### src/sv/mnrl_pkg.sv
// ----------------------------------------------------------------------------
// mnrl_pkg: shared types and constants of the MIDI note RGB LED controller
// Field widths, opcodes, register indexes and the groups of signals that
// pass between the register bank, the front end and the back end.
// ----------------------------------------------------------------------------
`default_nettype none

package mnrl_pkg;

   localparam int CHANNEL_W  = 4;
   localparam int NOTE_W     = 7;
   localparam int VEL_W      = 7;
   localparam int LEVEL_W    = 8;
   localparam int TARGET_W   = 3;
   localparam int COLOURS    = 3;
   localparam int ELAPSED_W  = 26;
   localparam int BUILTIN_W  = 21;
   localparam int STRIP_W    = 42;

   localparam int PADDR_W    = 6;
   localparam int CSR_DATA_W = 64;
   localparam int REG_LSB    = 3;

   localparam int QDEPTH     = 2;
   localparam int QPTR_W     = $clog2(QDEPTH);
   localparam int QCNT_W     = $clog2(QDEPTH + 1);

   localparam int EN_NOTES   = 0;
   localparam int EN_STRIP   = 1;

   localparam logic [ELAPSED_W-1:0] ELAPSED_MAX = {ELAPSED_W{1'b1}};

   typedef enum logic [1:0] {
      OP_NOTE_ON  = 2'd0,
      OP_NOTE_OFF = 2'd1,
      OP_TICK     = 2'd2,
      OP_ACTIVITY = 2'd3
   } opcode_type;

   typedef enum logic [2:0] {
      REG_LISTEN_CHANNEL = 3'd0,
      REG_ENABLE_FLAGS   = 3'd1,
      REG_BRIGHTNESS     = 3'd2,
      REG_IDLE_TIMEOUT   = 3'd3,
      REG_BUILTIN_SLOTS  = 3'd4,
      REG_STRIP_LOW      = 3'd5,
      REG_STRIP_HIGH     = 3'd6
   } reg_index_type;

   typedef struct packed {
      logic [CHANNEL_W-1:0] listen_channel;
      logic [1:0]           enable_flags;
      logic [LEVEL_W-1:0]   brightness;
      logic [ELAPSED_W-1:0] idle_timeout_ms;
      logic [BUILTIN_W-1:0] builtin_note_slots;
      logic [STRIP_W-1:0]   strip_notes_low;
      logic [STRIP_W-1:0]   strip_notes_high;
   } cfg_type;

   typedef struct packed {
      opcode_type           opcode;
      logic [CHANNEL_W-1:0] event_channel;
      logic [NOTE_W-1:0]    note_number;
      logic [VEL_W-1:0]     velocity;
   } req_type;

   typedef struct packed {
      logic [TARGET_W-1:0] target;
      logic [LEVEL_W-1:0]  red;
      logic [LEVEL_W-1:0]  green;
      logic [LEVEL_W-1:0]  blue;
      logic                last_update;
   } rsp_type;

endpackage

`default_nettype wire

### src/sv/mnrl_csr.sv
// ----------------------------------------------------------------------------
// mnrl_csr: configuration register bank
// APB-style slave holding the seven configuration registers, 8-byte spaced.
// ----------------------------------------------------------------------------
`default_nettype none

module mnrl_csr
   import mnrl_pkg::*;
(
   input  wire logic                  clock,
   input  wire logic                  reset,
   input  wire logic                  csr_psel,
   input  wire logic                  csr_penable,
   input  wire logic                  csr_pwrite,
   input  wire logic [PADDR_W-1:0]    csr_paddr,
   input  wire logic [CSR_DATA_W-1:0] csr_pwdata,
   output      logic [CSR_DATA_W-1:0] csr_prdata,
   output      logic                  csr_pready,
   output      cfg_type               cfg
);

   cfg_type       cfg_ff;
   cfg_type       cfg_in;
   reg_index_type index;
   logic          wr_en;

   assign index      = reg_index_type'(csr_paddr[PADDR_W-1:REG_LSB]);
   assign wr_en      = csr_psel && csr_penable && csr_pwrite;
   assign csr_pready = 1'b1;
   assign cfg        = cfg_ff;

   always_comb begin
      cfg_in = cfg_ff;
      if (wr_en) begin
         case (index)
            REG_LISTEN_CHANNEL: cfg_in.listen_channel = csr_pwdata[CHANNEL_W-1:0];
            REG_ENABLE_FLAGS:   cfg_in.enable_flags = csr_pwdata[1:0];
            REG_BRIGHTNESS:     cfg_in.brightness = csr_pwdata[LEVEL_W-1:0];
            REG_IDLE_TIMEOUT:   cfg_in.idle_timeout_ms = csr_pwdata[ELAPSED_W-1:0];
            REG_BUILTIN_SLOTS:  cfg_in.builtin_note_slots = csr_pwdata[BUILTIN_W-1:0];
            REG_STRIP_LOW:      cfg_in.strip_notes_low = csr_pwdata[STRIP_W-1:0];
            REG_STRIP_HIGH:     cfg_in.strip_notes_high = csr_pwdata[STRIP_W-1:0];
            default: ;
         endcase
      end
   end

   always_comb begin
      case (index)
         REG_LISTEN_CHANNEL: csr_prdata = CSR_DATA_W'(cfg_ff.listen_channel);
         REG_ENABLE_FLAGS:   csr_prdata = CSR_DATA_W'(cfg_ff.enable_flags);
         REG_BRIGHTNESS:     csr_prdata = CSR_DATA_W'(cfg_ff.brightness);
         REG_IDLE_TIMEOUT:   csr_prdata = CSR_DATA_W'(cfg_ff.idle_timeout_ms);
         REG_BUILTIN_SLOTS:  csr_prdata = CSR_DATA_W'(cfg_ff.builtin_note_slots);
         REG_STRIP_LOW:      csr_prdata = CSR_DATA_W'(cfg_ff.strip_notes_low);
         REG_STRIP_HIGH:     csr_prdata = CSR_DATA_W'(cfg_ff.strip_notes_high);
         default:            csr_prdata = '0;
      endcase
   end

   always_ff @(posedge clock) begin
      if (reset) begin
         cfg_ff.listen_channel     <= '0;
         cfg_ff.enable_flags       <= 2'b11;
         cfg_ff.brightness         <= '1;
         cfg_ff.idle_timeout_ms    <= '0;
         cfg_ff.builtin_note_slots <= '0;
         cfg_ff.strip_notes_low    <= '0;
         cfg_ff.strip_notes_high   <= '0;
      end else begin
         cfg_ff <= cfg_in;
      end
   end

endmodule

`default_nettype wire

### src/sv/mnrl_front.sv
// ----------------------------------------------------------------------------
// mnrl_front: item intake and level state
// Accepts items, updates the stored colour levels and the idle counter, and
// hands a snapshot of the levels plus the mask of changed targets onwards.
// ----------------------------------------------------------------------------
`default_nettype none

module mnrl_front
   import mnrl_pkg::*;
#(
   parameter int NT = 5
)
(
   input  wire logic                                   clock,
   input  wire logic                                   reset,
   input  wire logic                                   req_push,
   input  wire req_type                                req,
   input  wire cfg_type                                cfg,
   input  wire logic                                   q_full,
   output      logic                                   q_push,
   output      logic [NT-1:0]                          q_mask,
   output      logic [NT-1:0][COLOURS-1:0][LEVEL_W-1:0] q_levels
);

   logic [NT-1:0][COLOURS-1:0][LEVEL_W-1:0] lv_ff;
   logic [NT-1:0][COLOURS-1:0][LEVEL_W-1:0] lv_in;
   logic [ELAPSED_W-1:0]                     elapsed_ff;
   logic [ELAPSED_W-1:0]                     elapsed_in;
   logic [ELAPSED_W-1:0]                     elapsed_inc;
   logic                                     done_ff;
   logic                                     done_in;
   logic [NT-1:0][COLOURS-1:0][NOTE_W-1:0]   slot_note;
   logic [NT-1:0]                            slot_ok;
   logic [NT-1:0]                            changed;
   logic [LEVEL_W-1:0]                       level;
   logic                                     accept;
   logic                                     note_hit;
   logic                                     fire;

   assign accept = req_push && !q_full;

   // Note number of every slot; pixel n sits in the low or high word by n/2.
   always_comb begin
      for (int t = 0; t < NT; t++) begin
         for (int c = 0; c < COLOURS; c++) begin
            if (t == 0) begin
               slot_note[t][c] = cfg.builtin_note_slots[NOTE_W*c +: NOTE_W];
            end else if (t - 1 < 2) begin
               slot_note[t][c] =
                  cfg.strip_notes_low[NOTE_W*(((t - 1) & 1)*COLOURS + c) +: NOTE_W];
            end else begin
               slot_note[t][c] =
                  cfg.strip_notes_high[NOTE_W*(((t - 1) & 1)*COLOURS + c) +: NOTE_W];
            end
         end
         slot_ok[t] = (t == 0) || cfg.enable_flags[EN_STRIP];
      end
   end

   // velocity*255/127 equals 2*velocity, plus one only at full velocity.
   assign level = (req.opcode == OP_NOTE_ON) ? {req.velocity, &req.velocity} : '0;
   assign note_hit = cfg.enable_flags[EN_NOTES] &&
                     (req.event_channel == cfg.listen_channel);
   assign elapsed_inc = (elapsed_ff == ELAPSED_MAX) ? elapsed_ff : elapsed_ff + 1'b1;
   assign fire = cfg.enable_flags[EN_NOTES] && (cfg.idle_timeout_ms != '0) &&
                 !done_ff && (elapsed_inc >= cfg.idle_timeout_ms);

   always_comb begin
      lv_in      = lv_ff;
      elapsed_in = elapsed_ff;
      done_in    = done_ff;
      changed    = '0;
      if (accept) begin
         case (req.opcode)
            OP_NOTE_ON, OP_NOTE_OFF: begin
               if (note_hit) begin
                  for (int t = 0; t < NT; t++) begin
                     for (int c = 0; c < COLOURS; c++) begin
                        if (slot_ok[t] && (slot_note[t][c] == req.note_number) &&
                            (lv_ff[t][c] != level)) begin
                           lv_in[t][c] = level;
                           changed[t]  = 1'b1;
                        end
                     end
                  end
               end
            end
            OP_TICK: begin
               elapsed_in = elapsed_inc;
               if (fire) begin
                  done_in = 1'b1;
                  for (int t = 0; t < NT; t++) begin
                     if (slot_ok[t]) begin
                        changed[t] = (lv_ff[t] != '0);
                        lv_in[t]   = '0;
                     end
                  end
               end
            end
            OP_ACTIVITY: begin
               elapsed_in = '0;
               done_in    = 1'b0;
            end
            default: ;
         endcase
      end
   end

   assign q_push   = accept && (changed != '0);
   assign q_mask   = changed;
   assign q_levels = lv_in;

   always_ff @(posedge clock) begin
      if (reset) begin
         lv_ff      <= '0;
         elapsed_ff <= '0;
         done_ff    <= 1'b0;
      end else begin
         lv_ff      <= lv_in;
         elapsed_ff <= elapsed_in;
         done_ff    <= done_in;
      end
   end

endmodule

`default_nettype wire

### src/sv/mnrl_back.sv
// ----------------------------------------------------------------------------
// mnrl_back: update queue and result generation
// Holds a short queue of level snapshots and emits one scaled result per
// changed target, lowest target first, into the result register.
// ----------------------------------------------------------------------------
`default_nettype none

module mnrl_back
   import mnrl_pkg::*;
#(
   parameter int NT = 5
)
(
   input  wire logic                                   clock,
   input  wire logic                                   reset,
   input  wire logic                                   q_push,
   input  wire logic [NT-1:0]                          q_mask,
   input  wire logic [NT-1:0][COLOURS-1:0][LEVEL_W-1:0] q_levels,
   output      logic                                   q_full,
   input  wire logic [LEVEL_W-1:0]                     brightness,
   input  wire logic                                   rsp_pop,
   output      logic                                   rsp_empty,
   output      rsp_type                                rsp
);

   localparam int SEL_W = (NT > 1) ? $clog2(NT) : 1;

   logic [NT-1:0]                           mask_ff   [QDEPTH];
   logic [NT-1:0][COLOURS-1:0][LEVEL_W-1:0] levels_ff [QDEPTH];
   logic [QPTR_W-1:0]                       rd_ptr_ff;
   logic [QPTR_W-1:0]                       wr_ptr_ff;
   logic [QCNT_W-1:0]                       count_ff;
   logic                                    out_valid_ff;
   rsp_type                                 rsp_ff;
   rsp_type                                 rsp_in;

   logic [NT-1:0]                           head_mask;
   logic [NT-1:0]                           sel_onehot;
   logic [NT-1:0]                           rest;
   logic [SEL_W-1:0]                        sel;
   logic [COLOURS-1:0][LEVEL_W-1:0]         head_lv;
   logic                                    advance;
   logic                                    q_pop;

   // level*brightness/255 without a divider, exact for every product of two 8-bit values.
   function automatic logic [LEVEL_W-1:0] scale(input logic [LEVEL_W-1:0] lv,
                                                input logic [LEVEL_W-1:0] b);
      logic [2*LEVEL_W-1:0] p;
      logic [2*LEVEL_W:0]   s;
      p = lv * b;
      s = {1'b0, p} + (2*LEVEL_W+1)'(1) + (2*LEVEL_W+1)'(p[2*LEVEL_W-1:LEVEL_W]);
      return s[2*LEVEL_W-1:LEVEL_W];
   endfunction

   assign q_full    = (count_ff == QCNT_W'(QDEPTH));
   assign head_mask = mask_ff[rd_ptr_ff];
   assign advance   = (count_ff != '0) && (!out_valid_ff || rsp_pop);

   always_comb begin
      sel        = '0;
      sel_onehot = '0;
      for (int i = NT - 1; i >= 0; i--) begin
         if (head_mask[i]) begin
            sel        = SEL_W'(i);
            sel_onehot = NT'(1) << i;
         end
      end
   end

   assign rest    = head_mask & ~sel_onehot;
   assign head_lv = levels_ff[rd_ptr_ff][sel];
   assign q_pop   = advance && (rest == '0);

   always_comb begin
      rsp_in = rsp_ff;
      if (advance) begin
         rsp_in.target      = TARGET_W'(sel);
         rsp_in.red         = scale(head_lv[0], brightness);
         rsp_in.green       = scale(head_lv[1], brightness);
         rsp_in.blue        = scale(head_lv[2], brightness);
         rsp_in.last_update = (rest == '0);
      end
   end

   // Queue storage: push at the write pointer, retire served targets at the head.
   always_ff @(posedge clock) begin
      if (q_push) begin
         mask_ff[wr_ptr_ff]   <= q_mask;
         levels_ff[wr_ptr_ff] <= q_levels;
      end
      if (advance && !q_pop) begin
         mask_ff[rd_ptr_ff] <= rest;
      end
      rsp_ff <= rsp_in;
   end

   always_ff @(posedge clock) begin
      if (reset) begin
         rd_ptr_ff    <= '0;
         wr_ptr_ff    <= '0;
         count_ff     <= '0;
         out_valid_ff <= 1'b0;
      end else begin
         if (q_push) begin
            wr_ptr_ff <= wr_ptr_ff + 1'b1;
         end
         if (q_pop) begin
            rd_ptr_ff <= rd_ptr_ff + 1'b1;
         end
         count_ff <= count_ff + QCNT_W'(q_push) - QCNT_W'(q_pop);
         if (advance) begin
            out_valid_ff <= 1'b1;
         end else if (rsp_pop) begin
            out_valid_ff <= 1'b0;
         end
      end
   end

   assign rsp_empty = !out_valid_ff;
   assign rsp       = rsp_ff;

endmodule

`default_nettype wire

### src/sv/midi_note_rgb_led_controller.sv
// ----------------------------------------------------------------------------
// midi_note_rgb_led_controller: MIDI note to RGB LED level controller
// Turns note events, activity notices and millisecond ticks into
// brightness-scaled colour updates for one built-in LED and strip pixels.
// ----------------------------------------------------------------------------
//
//   Channel   Direction  Handshake            Moves
//   req_*     in         req_push / req_full  one event item
//   rsp_*     out        rsp_pop / rsp_empty  one target colour update item
//   csr_*     in/out     APB psel/penable     configuration register access
//
// An input item is taken in every cycle in which the update queue has room.
// An item that changes n targets yields n results, one per cycle while the
// result register is popped; each result scales its three colours together.
// Its first result passes through the queue and then the result register.
// Items that change nothing never enter the queue.
// Reset is synchronous and restores the registers, clears all levels, the
// idle counter and the queue. A stalled result register does not block
// intake until the two-entry queue has filled.
`default_nettype none

module midi_note_rgb_led_controller
   import mnrl_pkg::*;
#(
   parameter int STRIP_PIXELS = 4
)
(
   input  wire logic                  clock,
   input  wire logic                  reset,

   input  wire logic                  req_push,
   output      logic                  req_full,
   input  wire logic [1:0]            req_opcode,
   input  wire logic [CHANNEL_W-1:0]  req_event_channel,
   input  wire logic [NOTE_W-1:0]     req_note_number,
   input  wire logic [VEL_W-1:0]      req_velocity,

   output      logic                  rsp_empty,
   input  wire logic                  rsp_pop,
   output      logic [TARGET_W-1:0]   rsp_target,
   output      logic [LEVEL_W-1:0]    rsp_red,
   output      logic [LEVEL_W-1:0]    rsp_green,
   output      logic [LEVEL_W-1:0]    rsp_blue,
   output      logic                  rsp_last_update,

   input  wire logic                  csr_psel,
   input  wire logic                  csr_penable,
   input  wire logic                  csr_pwrite,
   input  wire logic [PADDR_W-1:0]    csr_paddr,
   input  wire logic [CSR_DATA_W-1:0] csr_pwdata,
   output      logic [CSR_DATA_W-1:0] csr_prdata,
   output      logic                  csr_pready
);

   // Target 0 is the built-in LED, targets 1 and up are the strip pixels.
   localparam int NT = STRIP_PIXELS + 1;

   cfg_type                                 cfg;
   req_type                                 req;
   rsp_type                                 rsp;
   logic                                    q_full;
   logic                                    q_push;
   logic [NT-1:0]                           q_mask;
   logic [NT-1:0][COLOURS-1:0][LEVEL_W-1:0] q_levels;

   // The input item is gathered into one struct for the front end.
   assign req.opcode        = opcode_type'(req_opcode);
   assign req.event_channel = req_event_channel;
   assign req.note_number   = req_note_number;
   assign req.velocity      = req_velocity;

   // Intake stalls only when the queue between the two halves is full.
   assign req_full = q_full;

   mnrl_csr u_csr (
      .clock       (clock),
      .reset       (reset),
      .csr_psel    (csr_psel),
      .csr_penable (csr_penable),
      .csr_pwrite  (csr_pwrite),
      .csr_paddr   (csr_paddr),
      .csr_pwdata  (csr_pwdata),
      .csr_prdata  (csr_prdata),
      .csr_pready  (csr_pready),
      .cfg         (cfg)
   );

   // The front end owns the level state and decides which targets changed.
   mnrl_front #(.NT(NT)) u_front (
      .clock    (clock),
      .reset    (reset),
      .req_push (req_push),
      .req      (req),
      .cfg      (cfg),
      .q_full   (q_full),
      .q_push   (q_push),
      .q_mask   (q_mask),
      .q_levels (q_levels)
   );

   // The back end walks each queued snapshot and scales the changed targets.
   mnrl_back #(.NT(NT)) u_back (
      .clock      (clock),
      .reset      (reset),
      .q_push     (q_push),
      .q_mask     (q_mask),
      .q_levels   (q_levels),
      .q_full     (q_full),
      .brightness (cfg.brightness),
      .rsp_pop    (rsp_pop),
      .rsp_empty  (rsp_empty),
      .rsp        (rsp)
   );

   assign rsp_target      = rsp.target;
   assign rsp_red         = rsp.red;
   assign rsp_green       = rsp.green;
   assign rsp_blue        = rsp.blue;
   assign rsp_last_update = rsp.last_update;

endmodule

`default_nettype wire

### config.mk
export PLATFORM = sky130hd
export DESIGN_NAME = midi_note_rgb_led_controller
export DESIGN_NICKNAME = d
export VERILOG_FILES = /design/src/sv/mnrl_pkg.sv /design/src/sv/mnrl_csr.sv /design/src/sv/mnrl_front.sv /design/src/sv/mnrl_back.sv /design/src/sv/midi_note_rgb_led_controller.sv
export SDC_FILE = /design/constraint.sdc
export NUM_CORES = 2
export LEC_CHECK = 0
export BUFFER_PORTS_ARGS = -buffer_cell sky130_fd_sc_hd__buf_4
export CORE_MARGIN = 2
export CORE_UTILIZATION = 50
export CTS_CLUSTER_SIZE = 24
export DETAILED_ROUTE_END_ITERATION = 12
export HOLD_SLACK_MARGIN = 0.03
export PLACE_DENSITY = 0.67
export SLEW_MARGIN = 20
export SYNTH_ARGS = -nofsm -noshare
export SYNTH_HDL_FRONTEND = slang
export SYNTH_SLANG_ARGS = --single-unit
export TNS_END_PERCENT = 5
### constraint.sdc
create_clock -name clock -period 23.3 [get_ports clock]
set_clock_uncertainty 0.1 [all_clocks]
set_input_delay 3.495 -clock clock [delete_from_list [all_inputs] [get_ports clock]]
set_output_delay 3.495 -clock clock [all_outputs]
set_load 0.005 [all_outputs]
Word level (Yosys, flattened, before mapping)
Memories as Yosys holds them, arrays and structs flattened. A register that Yosys moved wholly into a read port is not among the register bits.
Index checks and enable logic that the tools add are counted.
{"block": "word_totals", "rom_bits": 0, "word_cells": 237, "mem_count": 2, "latch_bits": 0, "reg_bits": 325, "input_bits": 97, "ram_bits": 250}
{"block": "classes", "div": 0, "shift": 0, "n_reduce_logical": 67, "bitwise_logic": 2, "n_eq_ne": 43, "magnitude_cmp": 2, "n_mux": 74, "add_sub_neg": 11, "mul": 3}
{"name": "u_back.levels_ff", "depth": 2, "word_bits": 120, "read_ports": 1, "rd_clocked_by_memory_dff": 1, "write_ports": 1, "line": "mnrl_back.sv:29", "source": "logic [NT-1:0][COLOURS-1:0][LEVEL_W-1:0] levels_ff [QDEPTH];"}
{"name": "u_back.mask_ff", "depth": 2, "word_bits": 5, "read_ports": 1, "rd_clocked_by_memory_dff": 1, "write_ports": 2, "line": "mnrl_back.sv:28", "source": "logic [NT-1:0] mask_ff [QDEPTH];"}
{"op": "$mux 120", "count": 3}
{"op": "$pmux 42 s7", "count": 1}
{"op": "$pmux 120 s2", "count": 1}
{"op": "$mux 8", "count": 16}
{"op": "$mux 24", "count": 5}
{"op": "$ne 8x8->1", "count": 15}
{"op": "$reduce_bool 24->1", "count": 5}
{"op": "$eq 7x7->1", "count": 15}
{"op": "$bmux 24 s3", "count": 1}
{"op": "$pmux 26 s2", "count": 1}
{"op": "$add 16x1->16 const B", "count": 3}
{"op": "$add 16x8->16", "count": 3}
{"op": "$mul 8x8->16", "count": 3}
{"op": "$mux 5", "count": 8}
{"op": "$logic_and 1x1->1", "count": 38}
{"op": "$mux 1", "count": 30}
{"op": "$add 26x1->26 const B", "count": 1}
{"op": "$eq 26x26->1 const B", "count": 1}
{"op": "$ge 26x26->1", "count": 1}
{"op": "$mux 26", "count": 1}
{"op": "$reduce_bool 26->1", "count": 1}
{"op": "$reduce_and 2->1", "count": 8}
{"op": "$mux 3", "count": 5}
{"op": "$pmux 5 s2", "count": 1}
{"op": "other kinds (24)", "count": 35}

Longest topological paths before layout
{"block": "logic_depth", "depth_word": 14, "mapped_depth": 35}

Modules after synthesis
Synthesis repeated with hierarchy kept, for this count alone.
{"block": "hier_totals", "cells_unflattened": 3791, "hier_area_um2": 37750.0}
{"mod": "mnrl_back", "seq_area_each_um2": 8468.1, "area_each_um2": 19112.1, "instances": 1, "cells_each": 1528}
{"mod": "mnrl_front", "seq_area_each_um2": 2942.8, "area_each_um2": 11497.3, "instances": 1, "cells_each": 1481}
{"mod": "mnrl_csr", "seq_area_each_um2": 2902.8, "area_each_um2": 7140.6, "instances": 1, "cells_each": 782}

Worst setup path after synthesis
No wires, ideal clock.
{"block": "synth_timing", "path_kind": "input port to flip-flop", "from": "input port req_opcode[0]", "to": "memory u_back.levels_ff[0][0] (netlist name), enable pin", "n_path_buf": 4, "path_stages": 13, "slack_ps": 11939, "arrival_time_ps": 10658, "cell_sequence": "buf_2 > or3b_1 > buf_6 > nor3_4 > buf_6 > xnor2_1 > a41oi_1 > nor3_1 > o22ai_1 > nor2_1 > and4_1 > buf_6 > nor2_1"}
{"block": "synth_between", "elab_chain_len": 14, "word_cells_on_any_way": 57, "classes_between": "17 x eq/ne; 21 x mux; 19 x reduce/logical"}
{"element": "start, declared", "line": "midi_note_rgb_led_controller.sv:33", "source": "input wire logic [1:0] req_opcode,"}
{"element": "$logic_not 2->1", "line": "mnrl_front.sv:61, mnrl_front.sv:74"}
{"element": "$mux 8", "line": "mnrl_front.sv:61", "source": "assign level = (req.opcode == OP_NOTE_ON) ? {req.velocity, &req.velocity} : '0;"}
{"element": "$ne 8x8->1", "line": "mnrl_front.sv:80", "source": "(lv_ff[t][c] != level)) begin"}
{"element": "$logic_and 1x1->1", "line": "mnrl_front.sv:79", "source": "if (slot_ok[t] && (slot_note[t][c] == req.note_number) &&"}
{"element": "$mux 1 (3 in a row)", "line": "mnrl_front.sv:79"}
{"element": "$mux 5", "line": "mnrl_front.sv:76", "source": "if (note_hit) begin"}
{"element": "$pmux 5 s2 *", "line": "mnrl_front.sv:74", "source": "case (req.opcode)"}
{"element": "$mux 5 *", "line": "mnrl_front.sv:73", "source": "if (accept) begin"}
{"element": "$reduce_bool 5->1 *", "line": "mnrl_front.sv:109", "source": "assign q_push = accept && (changed != '0);"}
{"element": "$logic_and 1x1->1 *", "line": "mnrl_front.sv:109"}
{"element": "$mux 1 *", "line": "mnrl_back.sv:87", "source": "if (q_push) begin"}
{"element": "$mux 1 (implied by the code) *", "line": "mnrl_back.sv:89", "source": "levels_ff[wr_ptr_ff] <= q_levels;"}
{"element": "end, declared", "line": "mnrl_back.sv:29"}
Every way passes the cells marked *; elsewhere a longest branch is shown, timed or not.

==> results.ini <==
[run_status]
status = finished clean

[detailed_routing]
drc_errors = 0
final_antenna_net_count = 0
first_iter_violations = 2989
avgRoutedWirePerCell_um = 21.73
dr.pass1.iters = 6
viasPerCell = 5.988
finalWirelength_um = 111000
vias = 30571

[clock_network]
cts_resized = 0
root_buffer = clkbuf_16
path_clk_slew_ns = 0.06
post_cts_buffers = 0
h-tree-depth = 3
clkLatencyLatePin_ns = 0.65
clock_path_buffers = 3
cts_hold_buf = 0
numCtsBuffers = 67
tritoncts = built
numClockSinks = 576

[grt]
grt_max_degree = 110
grt_overflow = 0
grt_pass1_vias = 29377
grt_first_pass_wirelength_um = 171300
antenna_found_initial = 9
grt.total_usage_pct = 28.59

[setup_path]
cpMostUsedCell = inv_1
crit_required_ns = 23.54
cp_top_family = compound AO/OA/AOI/OAI gates
setup.worst_path.start_class = flop
crit_slowest_cell = o21ai_0
slowest_delay_ns = 0.90
critPathBufInv = 7
cp_max_fo = 45
crit_path_end_kind = flop
crit_type = reg -> reg
cp_data_arrival_time_ns = 10.68

[timing]
setup_viol = 0
finalSetupTns_ns = 0
max_freq_ghz = 0.09580
postLayoutSetupSlackWorst_ns = 12.86
hold_violations = 0
rsz0062_at_grt = no
relSlewSlack_pct = 23.38
fin_crit_ns = 10.44
finalMaxSlewViolations = 0
holdWs_ns = 0.3823
post-route-period-util_pct = 44.80
worst-slew-pin-transition_ns = 1.137

[logic_synthesis]
postSynth.asyncResetShare_pct = 0
avgSynthCellArea_um2 = 9.125
synth_flop_cell = dfxtp_1
ys_types = 98
synth_seq_cells = 576
syn_inst = 4073
yosysWarnings = 0
synth-edff-count = 278
netlist_area_mm2 = 0.03717
ys_seq_area_share_pct = 38.51

[finish]
layout_common_cells = nand2_1, a21oi_1, dfxtp_1
syn_to_final_growth_pct = 10.46
final_util_pct = 55.98
regArea_mm2 = 0.01432
final_cells = 5105
layout.cells.most_common = nand2_1
final_layout_size_suffix_gt1_share_pct = 9.484
final_area_mm2 = 0.04105
fillers = 6521
finalNetCount = 4449
multi_input_area_mm2 = 0.02087

[die]
coreArea_mm2 = 0.07333
die_width_um = 276.6
die_y_um = 276.6
die_area_mm2 = 0.07653
io_pins = 192
num_rows = 99
initial_core_util_pct = 50.68

[placed_design]
place.gp.congestion = 0.9863
dp_hpwl_um = 77510
pre_cts_slack_ns = 12.74
dp.cells = 4979
dpl_cell_area_mm2 = 0.03883
portBuffers = 143

[pwr]
power_mw = 2.784
leakage_nw = 15.19
ir_drop_mv = 0.04804
power_density_mw_per_mm2 = 67.81

[min_path]
hold_path_class = reg -> reg

[job]
cap_violations = 0

## worst register-to-register path, delay by kind of cell (launching register included)
kind | cells | cell delay [ns]
XOR/XNOR | 2 | 0.40
AND/OR/NAND/NOR | 4 | 0.81
adder cells (fa/ha/maj) | 6 | 2.64
buffers and inverters | 7 | 1.54
AO/OA/AOI/OAI | 8 | 2.73
flip-flops | 1 | 0.81
multiplexers | 2 | 1.16
## worst paths after layout
check	from	to	slack, ns	cells past startpoint
setup / recovery	flop	u_back.rsp[7]	12.86	29
hold / removal	u_csr.cfg[20]	u_csr.cfg[20]	0.38	2
setup reg to reg	flop	u_back.rsp[7]	12.86	29
hold reg to reg	u_csr.cfg[20]	u_csr.cfg[20]	0.38	2
## per-layer routing
layer	GRT usage (%)	vias up	share of wire, %
li1	-	14303	-
met1	37.37	14617	40
met2	45.31	1338	45
met3	6.707	305	9.6
met4	12.68	8	4.6
met5	0	-	0.045
## power breakdown
group / internal, mW / switching (mW)
registers: 1.07 / 0.00330
clock network: 0.595 / 0.466
logic: 0.259 / 0.388
## Yosys cell counts, types with 16 or more instances
library cell  number  area share, %
nor3_1            43           0.58
nor4bb_1          18           0.48
a21o_1            17           0.34
nor4_1            56           0.94
o22ai_1           17           0.29
clkbuf_1         182            1.8
buf_2             30           0.40
fa_1             108            5.8
and3_1            18           0.30
and2_1           192            3.2
a22oi_1           46           0.93
nand4_1           57           0.96
buf_4             24           0.48
dfxtp_1          298             16
nand2_1          629            6.4
inv_1            257            2.6
nor2b_1           78            1.3
o21a_1            37           0.75
a31oi_1           29           0.49
edfxtp_1         278             22
a22o_1            46            1.1
ha_1             155            5.2
mux2i_1           46            1.2
o32ai_1           23           0.54
nand2b_1          16           0.27
nor2_1           190            1.9
nand3_1           43           0.58
o21ai_0          251            3.4
a21oi_1          300            4.0
xnor2_1          170            4.0
o211ai_1          21           0.42
a32oi_1           24           0.57
buf_1             31           0.31
xor2_1            93            2.2
mux4_2            43            2.6
## flip-flops by register name, indices dropped and copies added, names as in the netlist, named ones only
name and count:
u_front.elapsed_ff 26, u_front.lv_ff 120, u_back.count_ff 2, u_back.mask_ff 10, u_csr.cfg 145, u_back.rsp 28, u_back.wr_ptr_ff 1, u_front.done_ff 1
u_back.levels_ff 240, u_back.rd_ptr_ff 1, u_back.out_valid_ff 1
## cell families after synthesis
group,count (synthesis),share of synthesized area (%)
AND/OR/NAND/NOR,1405,18.35
AO/OA/AOI/OAI,932,15.81
flip-flops,576,38.51
buffers and inverters,529,5.767
XOR/XNOR,264,6.262
adder cells (fa/ha/maj),263,11.04
multiplexers,102,4.249
other,2,0.02021
## cell type report
cell class                      count  area share, %
Antenna cell                        2        0.01219
Clock buffer                       83          4.279
Clock inverter                     41          1.097
Inverter                          258          2.359
Multi-Input combinational cell   2989          50.84
Sequential cell                   576          34.88
Tap cell                          959          2.923
Timing Repair Buffer              197          3.618
(Power assumes the default switching activity.)
